`src/sv/nsp_pkg.sv`:
```
// Package: shared types, constants and control structs for the nearest segment pick unit.
package nsp_pkg;

  localparam int MAX_LINES_DEF  = 4096;
  localparam int COORD_BITS_DEF = 16;
  localparam int FRAC_BITS_DEF  = 4;
  localparam int SLACK_BITS     = 16;
  localparam int COUNT_BITS     = 13;
  localparam int INDEX_BITS     = 12;
  localparam int CFG_IDX_BITS   = 1;
  localparam int CFG_DATA_BITS  = 16;
  localparam logic [15:0] SLACK_RESET = 16'd18;

  localparam logic ACT_WRITE = 1'b0;
  localparam logic ACT_QUERY = 1'b1;

  localparam logic [CFG_IDX_BITS-1:0] CFG_SLACK      = 1'b0;
  localparam logic [CFG_IDX_BITS-1:0] CFG_LINE_COUNT = 1'b1;

  typedef struct packed {
    logic               action;
    logic [11:0]        entry_index;
    logic signed [15:0] start_x;
    logic signed [15:0] start_y;
    logic signed [15:0] end_x;
    logic signed [15:0] end_y;
    logic signed [15:0] point_x;
    logic signed [15:0] point_y;
  } in_word_t;

  typedef struct packed {
    logic        found;
    logic [11:0] line_index;
    logic [19:0] distance;
  } out_word_t;

  typedef enum logic [3:0] {
    ST_IDLE, ST_WRITE, ST_RD, ST_GEO, ST_MUL, ST_PREP, ST_ITER, ST_CMP, ST_OUT
  } nsp_state_t;

  // controller -> datapath
  typedef struct packed {
    logic load_query;
    logic do_write;
    logic rd_entry;
    logic geo;
    logic mul;
    logic prep;
    logic iter;
    logic cmp;
    logic clr_best;
    logic load_out;
  } nsp_cmd_t;

  // datapath -> controller
  typedef struct packed {
    logic iter_done;
    logic scan_last;
    logic scan_empty;
  } nsp_sts_t;

endpackage

```
`src/sv/nsp_ctrl.sv`:
```
// Controller: sequences writes and per-entry query scan steps, owns the handshakes.
module nsp_ctrl (
  input  logic                 clk,
  input  logic                 rst_n,
  input  logic                 in_valid,
  output logic                 in_ready,
  input  logic                 in_action,
  output logic                 out_valid,
  input  logic                 out_ready,
  output nsp_pkg::nsp_cmd_t    cmd,
  input  nsp_pkg::nsp_sts_t    sts
);
  import nsp_pkg::*;

  nsp_state_t state_r, state_nxt;
  logic       out_full_r, out_full_nxt;

  always_ff @(posedge clk) begin
    if (!rst_n) begin
      state_r    <= ST_IDLE;
      out_full_r <= 1'b0;
    end else begin
      state_r    <= state_nxt;
      out_full_r <= out_full_nxt;
    end
  end

  always_comb begin
    state_nxt    = state_r;
    cmd          = '0;
    in_ready     = 1'b0;
    out_valid    = out_full_r;
    out_full_nxt = out_full_r && !out_ready;
    unique case (state_r)
      ST_IDLE: begin
        in_ready = 1'b1;
        if (in_valid) begin
          if (in_action == ACT_WRITE) begin
            cmd.do_write = 1'b1;
          end else begin
            cmd.load_query = 1'b1;
            cmd.clr_best   = 1'b1;
            state_nxt      = ST_WRITE;
          end
        end
      end
      ST_WRITE: begin
        state_nxt = sts.scan_empty ? ST_OUT : ST_RD;
      end
      ST_RD: begin
        cmd.rd_entry = 1'b1;
        state_nxt    = ST_GEO;
      end
      ST_GEO: begin
        cmd.geo   = 1'b1;
        state_nxt = ST_MUL;
      end
      ST_MUL: begin
        cmd.mul   = 1'b1;
        state_nxt = ST_PREP;
      end
      ST_PREP: begin
        cmd.prep  = 1'b1;
        state_nxt = ST_ITER;
      end
      ST_ITER: begin
        cmd.iter = 1'b1;
        if (sts.iter_done) begin
          state_nxt = ST_CMP;
        end
      end
      ST_CMP: begin
        cmd.cmp   = 1'b1;
        state_nxt = sts.scan_last ? ST_OUT : ST_RD;
      end
      ST_OUT: begin
        if (!out_full_r || out_ready) begin
          cmd.load_out = 1'b1;
          out_full_nxt = 1'b1;
          state_nxt    = ST_IDLE;
        end
      end
      default: state_nxt = ST_IDLE;
    endcase
  end
endmodule

```
`config.mk`:
```
export PLATFORM = sky130hd
export DESIGN_NAME = nsp_ctrl
export DESIGN_NICKNAME = d
export VERILOG_FILES = /design/src/sv/nsp_pkg.sv /design/src/sv/nsp_ctrl.sv
export SDC_FILE = /design/constraint.sdc
export NUM_CORES = 1
export LEC_CHECK = 0
export BUFFER_PORTS_ARGS = -buffer_cell sky130_fd_sc_hd__buf_4
export CAP_MARGIN = 20
export CELL_PAD_IN_SITES_DETAIL_PLACEMENT = 0
export CELL_PAD_IN_SITES_GLOBAL_PLACEMENT = 2
export CORE_AREA = 10 10 53 55
export DETAILED_ROUTE_END_ITERATION = 10
export DIE_AREA = 0 0 63 65
export PLACE_DENSITY_LB_ADDON = 0.08
export RECOVER_POWER = 50
export REMOVE_ABC_BUFFERS = 1
export SYNTH_ARGS = -nofsm -noshare
export SYNTH_HDL_FRONTEND = slang
export SYNTH_SLANG_ARGS = --single-unit
```
`constraint.sdc`:
```
create_clock -name clk -period 1.2 [get_ports clk]
set_input_delay 0 -clock clk [delete_from_list [all_inputs] [get_ports clk]]
set_output_delay 0 -clock clk [all_outputs]
set_load 0.02 [all_outputs]
```
=== Yosys cells after proc, flatten, opt, wreduce, memory -nomap -nowiden ===
Index checks and enable logic that the tools add are counted.

* Bits in registers: 5
* Input bits: 8
* Output and inout bits: 12
* Logic and storage cells: 44

* Equal/unequal tests: 12
* Mux-type cells: 24
* Reductions and logical operators: 6

{| class="wikitable"
|+ Operator list
! cell !! number
|-
| 4-bit one-hot mux with 9 select lines || 1
|-
| 4-bit two-way mux || 6
|-
| 4-bit by 3-bit == test with 1-bit output, second input constant || 4
|-
| 1-bit two-way mux || 15
|-
| 4-bit by 2-bit == test with 1-bit output, second input constant || 2
|-
| 2-bit inequality test, second input constant || 4
|-
| 4-bit by 1-bit == test with 1-bit output, second input constant || 1
|-
| 4-bit == test, second input constant || 1
|-
| 4-bit zero test || 1
|-
| 2-bit two-way mux || 2
|-
| 4-bit AND reduction || 1
|-
| 1-bit zero test || 2
|-
| 1-bit logical AND || 1
|-
| 1-bit logical OR || 1
|}

=== Longest topological paths before layout ===
Gate-level depths: netlist (run 1).

* Word-level depth: 4
* Gate-level depth with buffers: 4
* Depth with buffers taken out: 3

=== Least setup slack after synthesis (run 1) ===
Ideal clock, no wire load.

* Path type: reg2out
* From: reg state_r[2]
* To: out cmd[9] in the netlist's numbering
* Arrival time: 1392 ps
* Data required time: 1200 ps
* Setup slack: -192 ps
* Cell stages (with the launch flop): 4
* Path buffers: 1
* Cells stage by stage: dfxtp_1 or4_4 nor2_1 buf_4

{| class="wikitable"
|+ RTL lines
! what !! line !! RTL
|-
| start: declaration || nsp_ctrl.sv:15 || <nowiki>nsp_state_t state_r, state_nxt;</nowiki>
|-
| start signal: assignment || nsp_ctrl.sv:23 || <nowiki>state_r <= state_nxt;</nowiki>
|-
| end: declaration || nsp_ctrl.sv:10 || <nowiki>output nsp_pkg::nsp_cmd_t cmd,</nowiki>
|}

==> results.yml, run 1 <==
run_status:
  status: "finished, violations left"
  violations: "negative setup slack"
routing:
  avgViaCountPerCell: 4.05
  drtIter0Drc: 9
  dr.pass1.iters: 4
  vias: 413
  ant_nets: 0
  wire_per_inst_um: 11.1
  drt_wl_total_mm: 1.14
  drc_errors: 0
critical_path:
  crit_path_start_kind: "flop"
  crit_fanout: 3
  end_kind: "output pin"
  reg2reg_from: "state_r[0]"
  critPathLaunch: "state_r[2]"
  critical_path_arrival_ns: 1.42
  cp_data_required_time_ns: 1.20
  reg2reg_slack_ns: -0.05
  worstSetupPathType: "flop to output pin"
  reg2reg_to: "state_r[3]"
  r2r_cells: 6
  cp-endpoint: "cmd[8]"
die:
  dieHeight_um: 65
  fp.coreArea_mm2: 0.00186
  row_count: 16
  start_util_pct: 18.1
  die-area_mm2: 0.00410
  die_w_um: 63
  num_io_pins: 20
timing:
  worst_pin_slew_ns: 0.268
  max_freq_mhz: 707
  finalCriticalPeriod_ns: 1.42
  fin_crit_sh_pct: 118
  whs_ns: 0.0544
  fin_tns_setup_ns: -1.15
  slew_viol_final: 0
  rsz0062_at_grt: "yes"
  clock_skew_ns: 0.00320
  hold_viol_final: 0
  layout_setup_ws_ns: -0.215
  max_slew_margin_pct: 82.1
  finalSetupViolCount: 10
yosys:
  avgSynthCellArea_um2: 7.68
  yosysWarnings: 0
  syn_inst: 44
  syn_area_um2: 338
  ys_ff_latch: 5
  ys_seq_area_share_pct: 29.6
  synth_cell_type_count: 21
clock_network:
  path_clk_slew_ns: 0.04
  clock_sinks: 5
  clock_latency_ns: 0.24
  cts_root_buf: "clkbuf_4"
  tritoncts: "built"
  htreeDepth: 1
  cts_buffers: 3
  clockBufferDepth: 2
final_layout:
  diodes: 0
  areaGrowthSynthToFinish_pct: 100
  layout-drive-gt1-share_pct: 62.7
  multi_input_area_um2: 265
  final_common_cell: "buf_4"
  fillCellCount: 205
  most-common-layout-cells: "23 x buf_4, 5 x nor2_1, 4 x nand2_1, 4 x buf_6"
  postLayoutCellArea_um2: 677
  regArea_um2: 106
  layout.nets: 84
placement:
  dpl_cell_area_um2: 544
  gp_congestion: 0.642
  port_buffers: 19
global_routing:
  grt-ovfl-total: 0
  grt_pass1_vias: 409
  grt_start_max_net_pins: 8
  antenna_found_initial: 0
  grtUsageTotal_pct: 5.55
  grt_pass1_wl_mm: 1.84
pwr:
  ir_drop_v: 0.000520
  power_per_cell_area_mw_per_mm2: 1180
  power_leakage_nw: 0.301
hold_path:
  hp-class: "input port to flop"
flow_run:
  drv_cap: 0
-- power by group --
group | switching (W) | leakage, nW | total, W | internal (W)
combinational | 0.000199 | 0.244 | 0.000391 | 0.000192
clock | 0.0000666 | 0.0150 | 0.000192 | 0.000126
sequential | 0.0000294 | 0.0424 | 0.000218 | 0.000188
-- Yosys cell counts --
library cell  count  share of area [%]
nor2_1            6                6.7
o21ai_0           2                3.0
nor3b_1           2                4.4
inv_1             1                1.1
buf_4             1                2.2
a21oi_1           1                1.5
nor2b_1           2                3.7
buf_2             3                4.4
o21a_1            1                2.2
a31oi_1           1                1.9
nand2b_1          3                5.6
xor2_1            1                2.6
nor3b_2           1                3.7
nand3_1           1                1.5
dfxtp_1           5                 30
nand2_1           5                5.6
nor4b_2           1                4.4
nand3b_1          1                2.2
nor3_1            4                5.9
or4_4             1                3.3
a2111oi_2         1                4.4
-- state kept, by name (all words and copies together) (netlist names) --
register and cells:
out_valid 1, state_r 4
-- logic make-up after synthesis --
group / share of synthesized area (%)
AO/OA/AOI/OAI: 13.0
XOR/XNOR: 2.59
buffers and inverters: 7.78
flip-flops: 29.6
AND/OR/NAND/NOR: 47.0
-- per-layer routing --
metal,global-route usage [%],vias to the layer above,routed length (um)
met2,8.38,18,499
li1,-,214,-
met1,6.35,179,534
met5,0,-,0
met3,2.92,2,93
met4,2.51,0,8
-- final cells by class --
| type | count | area share, % |
|---|---|---|
| flip-flops and latches | 5 | 15.7 |
| repair buffers | 31 | 35.7 |
| clock buffers | 4 | 3.88 |
| multi-input cells | 34 | 39.2 |
| well taps | 27 | 4.99 |
| inverters | 1 | 0.555 |
-- stage by stage --
stage | setup WS [ns] | util [%] | total power (W) | std cells
detailed placement | 0.0352 | 29.2 | 0.000558 | 93
global route | -0.294 | 36.4 | 0.000858 | 102
CTS | -0.228 | 33.6 | 0.000789 | 100
finish | -0.215 | 36.4 | 0.000801 | 102
floorplan | -0.311 | - | 0.000391 | 40
global placement | 0.0458 | 29.2 | 0.000561 | 93
-- critical path: stages (launching register included) --
cell and delay, ns:
dfxtp_2 0.31, or4_4 0.54, nor3b_2 0.16, buf_4 0.16
-- timing repair --
item / 4_1_cts / 5_1_grt
resized for setup: 7 / 12
hold endpoints to repair: 1 / 0
pin swaps: 2 / 3
cloned: 1 / 0
buffers inserted: 1 / 2
setup endpoints to repair: 9 / 12
hold buffers: 1 / 0
-- worst min path at each step --
stage               startpoint         end  slack (ns)  cells after the start
floorplan            in_action      cmd[8]        0.05                      1
global placement         rst_n   out_valid        0.24                      2
detailed placement       rst_n   out_valid        0.24                      2
CTS                   in_valid  state_r[0]        0.06                      3
global route          in_valid  state_r[0]        0.07                      3
finish               out_ready  state_r[3]        0.05                      4
No activity file was read; power rests on OpenSTA's default activity.
==> run 2, diff against run 1 <==
--- a/config.mk
+++ b/config.mk
@@ -9,9 +9,9 @@
 export CAP_MARGIN = 20
 export CELL_PAD_IN_SITES_DETAIL_PLACEMENT = 0
 export CELL_PAD_IN_SITES_GLOBAL_PLACEMENT = 2
-export CORE_AREA = 10 10 53 55
+export CORE_AREA = 10 10 52 54
 export DETAILED_ROUTE_END_ITERATION = 10
-export DIE_AREA = 0 0 63 65
+export DIE_AREA = 0 0 62 64
 export PLACE_DENSITY_LB_ADDON = 0.08
 export RECOVER_POWER = 50
 export REMOVE_ABC_BUFFERS = 1
==> constraint.sdc (replaced) <==
create_clock -name clk -period 1.65 [get_ports clk]
set_input_delay 0 -clock clk [delete_from_list [all_inputs] [get_ports clk]]
set_output_delay 0 -clock clk [all_outputs]
set_load 0.02 [all_outputs]
==> run 2 against run 1 <==
  * The flow now finishes without violations
  * Sequential power down 26%
  * Non-clock buffer count down 9
  * Total power decreased by 37%
  * Clock skew decreased by 0.0024 ns
  * First-iteration DRC count fell by 67%
  * Clock power shrank 26%
  * Cell count decreased by 11%
==> results.yml, run 2 (same netlist as run 1, synthesis figures left out) <==
global_routing:
  grt_pass1_wl_mm: 1.70
  grtUsageTotal_pct: 5.55
  grt_pass1_vias: 377
  antenna_found_initial: 0
  grt-ovfl-total: 0
  grt_start_max_net_pins: 13
pwr:
  power_per_cell_area_mw_per_mm2: 964
  power_leakage_nw: 0.222
  power_w: 0.000506
  ir_drop_v: 0.000281
critical_path:
  end_kind: "output pin"
  reg2reg_from: "state_r[0]"
  reg2reg_to: "state_r[0]"
  critical_path_arrival_ns: 1.50
  crit_fanout: 6
  reg2reg_slack_ns: 0.42
  worstSetupPathType: "flop to output pin"
  r2r_cells: 3
  crit_path_start_kind: "flop"
  cp_data_required_time_ns: 1.65
die:
  row_count: 15
  die-area_mm2: 0.00397
  dieHeight_um: 64
  start_util_pct: 19.8
  fp.coreArea_mm2: 0.00171
  die_w_um: 62
  num_io_pins: 20
final_layout:
  multi_input_area_um2: 208
  areaGrowthSynthToFinish_pct: 55.6
  postLayoutCellArea_um2: 526
  largest_register: "state_r"
  layout-drive-gt1-share_pct: 36.4
  final_common_cell: "buf_4"
  utilization_pct: 30.8
  diodes: 0
  layout.nets: 75
  largest_register_ffs: 4
  fillCellCount: 203
  regArea_um2: 100
  most-common-layout-cells: "18 x buf_4, 6 x nor2_1, 5 x nand2_1, 5 x dfxtp_1"
hold_path:
  min_delay_worst_endpoint: "state_r[0]"
  hold_depth: 3
  hp-class: "input port to flop"
  min_from: "in_valid"
timing:
  hold_viol_final: 0
  slew_viol_final: 0
  finalSetupViolCount: 0
  rsz0062_at_grt: "no"
  max_freq_mhz: 666
  finalCriticalPeriod_ns: 1.50
  worst_pin_slew_ns: 0.383
  fin_crit_sh_pct: 91.0
  max_slew_margin_pct: 74.4
  fin_tns_setup_ns: 0
  clock_skew_ns: 0.000819
clock_network:
  cts_setup_buffers: 0
  cts_root_buf: "clkbuf_4"
  path_clk_slew_ns: 0.04
  clock_latency_ns: 0.24
  cts_buffers: 3
  tritoncts: "built"
  clockBufferDepth: 2
  htreeDepth: 1
  clock_sinks: 5
placement:
  hpwl_um: 849
  port_buffers: 19
  dpl_cell_area_um2: 504
  gp_congestion: 0.688
routing:
  drtIter0Drc: 3
  ant_nets: 0
  avgViaCountPerCell: 4.13
  wire_per_inst_um: 11.3
  dr.pass1.iters: 4
  drc_errors: 0
  vias: 376
  drt_wl_total_mm: 1.02
flow_run:
  drv_cap: 0
run_status:
  status: "finished clean"
## run 2: worst max path at each step
| stage | from | endpoint | slack (ns) |
|---|---|---|---|
| 2_1_floorplan | state_r[2] | cmd[1] | 0.14 |
| 3_3_place_gp | state_r[0] | cmd[8] | 0.42 |
| 3_5_place_dp | state_r[1] | cmd[9] | 0.43 |
| 4_1_cts | state_r[1] | cmd[9] | 0.17 |
| 5_1_grt | state_r[1] | cmd[9] | 0.05 |
| 6_report | state_r[0] | cmd[9] | 0.15 |
## run 2: metal layers
metal,GRT usage (%),vias up,wire length [um]
li1,-,195,-
met1,6.67,161,468
met2,7.05,18,381
met3,3.56,2,165
met4,3.35,0,9
met5,0,-,0
## run 2: where the power goes
part           total, W  leakage [nW]  switching [W]  internal, W
Clock          0.000143        0.0150      0.0000513    0.0000915
Sequential     0.000161        0.0408      0.0000253     0.000136
Combinational  0.000203         0.166       0.000111    0.0000915
## run 2: final cells by class
type,count,share of cell area (%)
multi-input cells,34,39.5
repair buffers,22,29.8
flip-flops and latches,5,19.0
well taps,25,5.95
clock buffers,4,5.00
inverters,1,0.714
## run 2: metrics by stage
step	hold WS [ns]	setup slack (ns)	std cells
after detailed placement	0.241	0.429	86
after global placement	0.238	0.420	86
after floorplan	0.0511	0.139	40
after global routing	0.0941	0.0505	91
final	0.0750	0.149	91
after CTS	0.0675	0.167	91
## run 2: worst max-delay path, stage by stage (launching register included)
cell     delay, ns
dfxtp_1       0.35
or4_1         0.57
nor2_1        0.18
buf_4         0.17
## run 2: repair_timing
action / in CTS / in global routing
hold endpoints to repair: 1 / 0
hold buffers: 1 / 0
gates resized for setup: 0 / 0
==> run 3, diff against run 2 <==
--- a/config.mk
+++ b/config.mk
@@ -12,7 +12,7 @@
 export CORE_AREA = 10 10 52 54
 export DETAILED_ROUTE_END_ITERATION = 10
 export DIE_AREA = 0 0 62 64
-export PLACE_DENSITY_LB_ADDON = 0.08
+export PLACE_DENSITY = 0.75
 export RECOVER_POWER = 50
 export REMOVE_ABC_BUFFERS = 1
 export SYNTH_ARGS = -nofsm -noshare
==> run 3 against run 2 <==
  * Cell count fell by 1.1%
  * Total power shrank 1.3%
  * Wire length decreased by 2.6%
  * Combinational power shrank 5%
  * Design area fell by 1.4%
  * Clock power down 3%
  * Critical path type unchanged
  * Core utilization shrank 0.44 points
  * Clock-buffer cell count is the same
  * Largest power group unchanged
  * Sequential power grew 5%
  * Sequential cell count unchanged
==> results.yml, run 3 (same netlist as run 1, synthesis figures left out) <==
clock_network:
  clock_sinks: 5
  cts_root_buf: "clkbuf_4"
  clockBufferDepth: 2
  path_clk_slew_ns: 0.04
  cts_setup_buffers: 0
  htreeDepth: 1
  clock_latency_ns: 0.24
  cts_buffers: 3
  tritoncts: "built"
hold_path:
  min_delay_worst_endpoint: "state_r[0]"
  hp-class: "input port to flop"
  min_from: "in_valid"
  hold_depth: 3
critical_path:
  crit_path_start_kind: "flop"
  path_cells: "or4_4 > nor3b_2 > buf_4"
  critical_path_arrival_ns: 1.53
  worstSetupPathType: "flop to output pin"
  cp_data_required_time_ns: 1.65
  r2r_cells: 3
  reg2reg_to: "state_r[0]"
  reg2reg_from: "state_r[0]"
  end_kind: "output pin"
  reg2reg_slack_ns: 0.39
  cp_top_family: "simple AND/OR/NAND/NOR gates"
  cp_num_buf_inv: 1
  crit_fanout: 11
  max_stage_delay_ns: 0.56
  slowest_stage: "or4_4"
timing:
  fin_tns_setup_ns: 0
  fin_crit_sh_pct: 92.5
  rsz0062_at_grt: "no"
  slew_viol_final: 0
  finalCriticalPeriod_ns: 1.53
  worst_pin_slew_ns: 0.379
  max_freq_mhz: 655
  max_slew_margin_pct: 74.7
  layout_setup_ws_ns: 0.124
  finalSetupViolCount: 0
  hold_viol_final: 0
  clock_skew_ns: 0.00360
pwr:
  swShare_pct: 35.9
  pwr-share-seq_pct: 33.8
  pwr-share-clk_pct: 27.7
  p_sw_w: 0.000180
  intPower_w: 0.000320
  power_per_cell_area_mw_per_mm2: 965
  power_leakage_nw: 0.212
  ir_drop_v: 0.000239
  p_comb_share_pct: 38.5
die:
  fp.coreArea_mm2: 0.00171
  row_count: 15
  start_util_pct: 19.8
  die_w_um: 62
  die-area_mm2: 0.00397
  dieHeight_um: 64
  num_io_pins: 20
final_layout:
  layout-drive-gt1-share_pct: 35.4
  largest_register_ffs: 4
  areaGrowthSynthToFinish_pct: 53.3
  layout.nets: 74
  postLayoutCellArea_um2: 518
  fillCellCount: 190
  final_common_cell: "buf_4"
  diodes: 0
  most-common-layout-cells: "16 x buf_4, 6 x nor2_1, 5 x nand2_1, 5 x clkbuf_1, 5 x dfxtp_1"
  largest_register: "state_r"
  layout.cells.non_filler: 90
global_routing:
  grtUsageTotal_pct: 5.51
  grt_pass1_vias: 352
  grt-ovfl-total: 0
  antenna_found_initial: 0
  grt_start_max_net_pins: 13
  grt_pass1_wl_mm: 1.59
routing:
  wire_per_inst_um: 11.1
  drtIter0Drc: 8
  avgViaCountPerCell: 3.97
  drt_wl_total_um: 997
  ant_nets: 0
  vias: 357
  drc_errors: 0
  dr.pass1.iters: 4
placement:
  gp_congestion: 0.683
  port_buffers: 19
  hpwl_um: 798
  dp_slack_ns: 0.359
  dpl_cell_area_um2: 497
  placed_cells: 85
run_status:
  status: "finished clean"
flow_run:
  drv_cap: 0
run 3: cell type report:
cell class	count	area, um^2	area share (%)
clock buffer	4	26.3	5.07
inverter	1	3.75	0.725
multi-input combinational	34	211	40.8
sequential	5	100	19.3
tap	25	31.3	6.04
timing repair buffer	21	145	28.0
run 3: stage by stage:
step                total power, W  hold WS [ns]  utilization (%)
finish                    0.000500        0.0808             30.3
global route              0.000542        0.0997             30.3
CTS                       0.000512        0.0779             31.2
detailed placement        0.000368         0.239             29.1
global placement          0.000369         0.241             29.1
floorplan                 0.000285        0.0511                -
run 3: how the worst max path moves through the flow:
stage          startpoint  endpoint  slack [ns]  cells after the start
2_1_floorplan  state_r[2]    cmd[1]        0.14                      2
3_3_place_gp   state_r[0]    cmd[8]        0.37                      3
3_5_place_dp   state_r[0]    cmd[1]        0.36                      3
4_1_cts        state_r[0]    cmd[1]         0.1                      3
5_1_grt        state_r[0]    cmd[1]        0.02                      3
6_report       state_r[0]    cmd[8]        0.12                      3
run 3: power groups by stage:
stage / Clock, W / Combinational (W) / Sequential [W]
floorplan: 0 / 0.000117 / 0.000168
global placement: 0 / 0.000196 / 0.000173
detailed placement: 0 / 0.000196 / 0.000172
CTS: 0.000144 / 0.000198 / 0.000170
global route: 0.000154 / 0.000214 / 0.000173
finish: 0.000138 / 0.000193 / 0.000169
run 3: layer usage:
metal / up-vias / share of wire, % / global-route usage (%)
met2: 12 / 44 / 7.69
li1: 191 / - / -
met3: 4 / 12 / 3.56
met1: 150 / 42 / 5.68
met4: 0 / 2.7 / 4.19
met5: - / 0 / 0
run 3: what timing repair did:
| action | CTS | global route |
|---|---|---|
| endpoints found under the hold margin | 1 | 0 |
| resized for setup | 0 | 0 |
| hold buffers | 1 | 0 |
run 3: worst register-to-register path, cell delays in order (launching register included):
cell and delay [ns]:
dfxtp_1 0.40, or4_4 0.57, inv_1 0.10, a2111oi_2 0.07
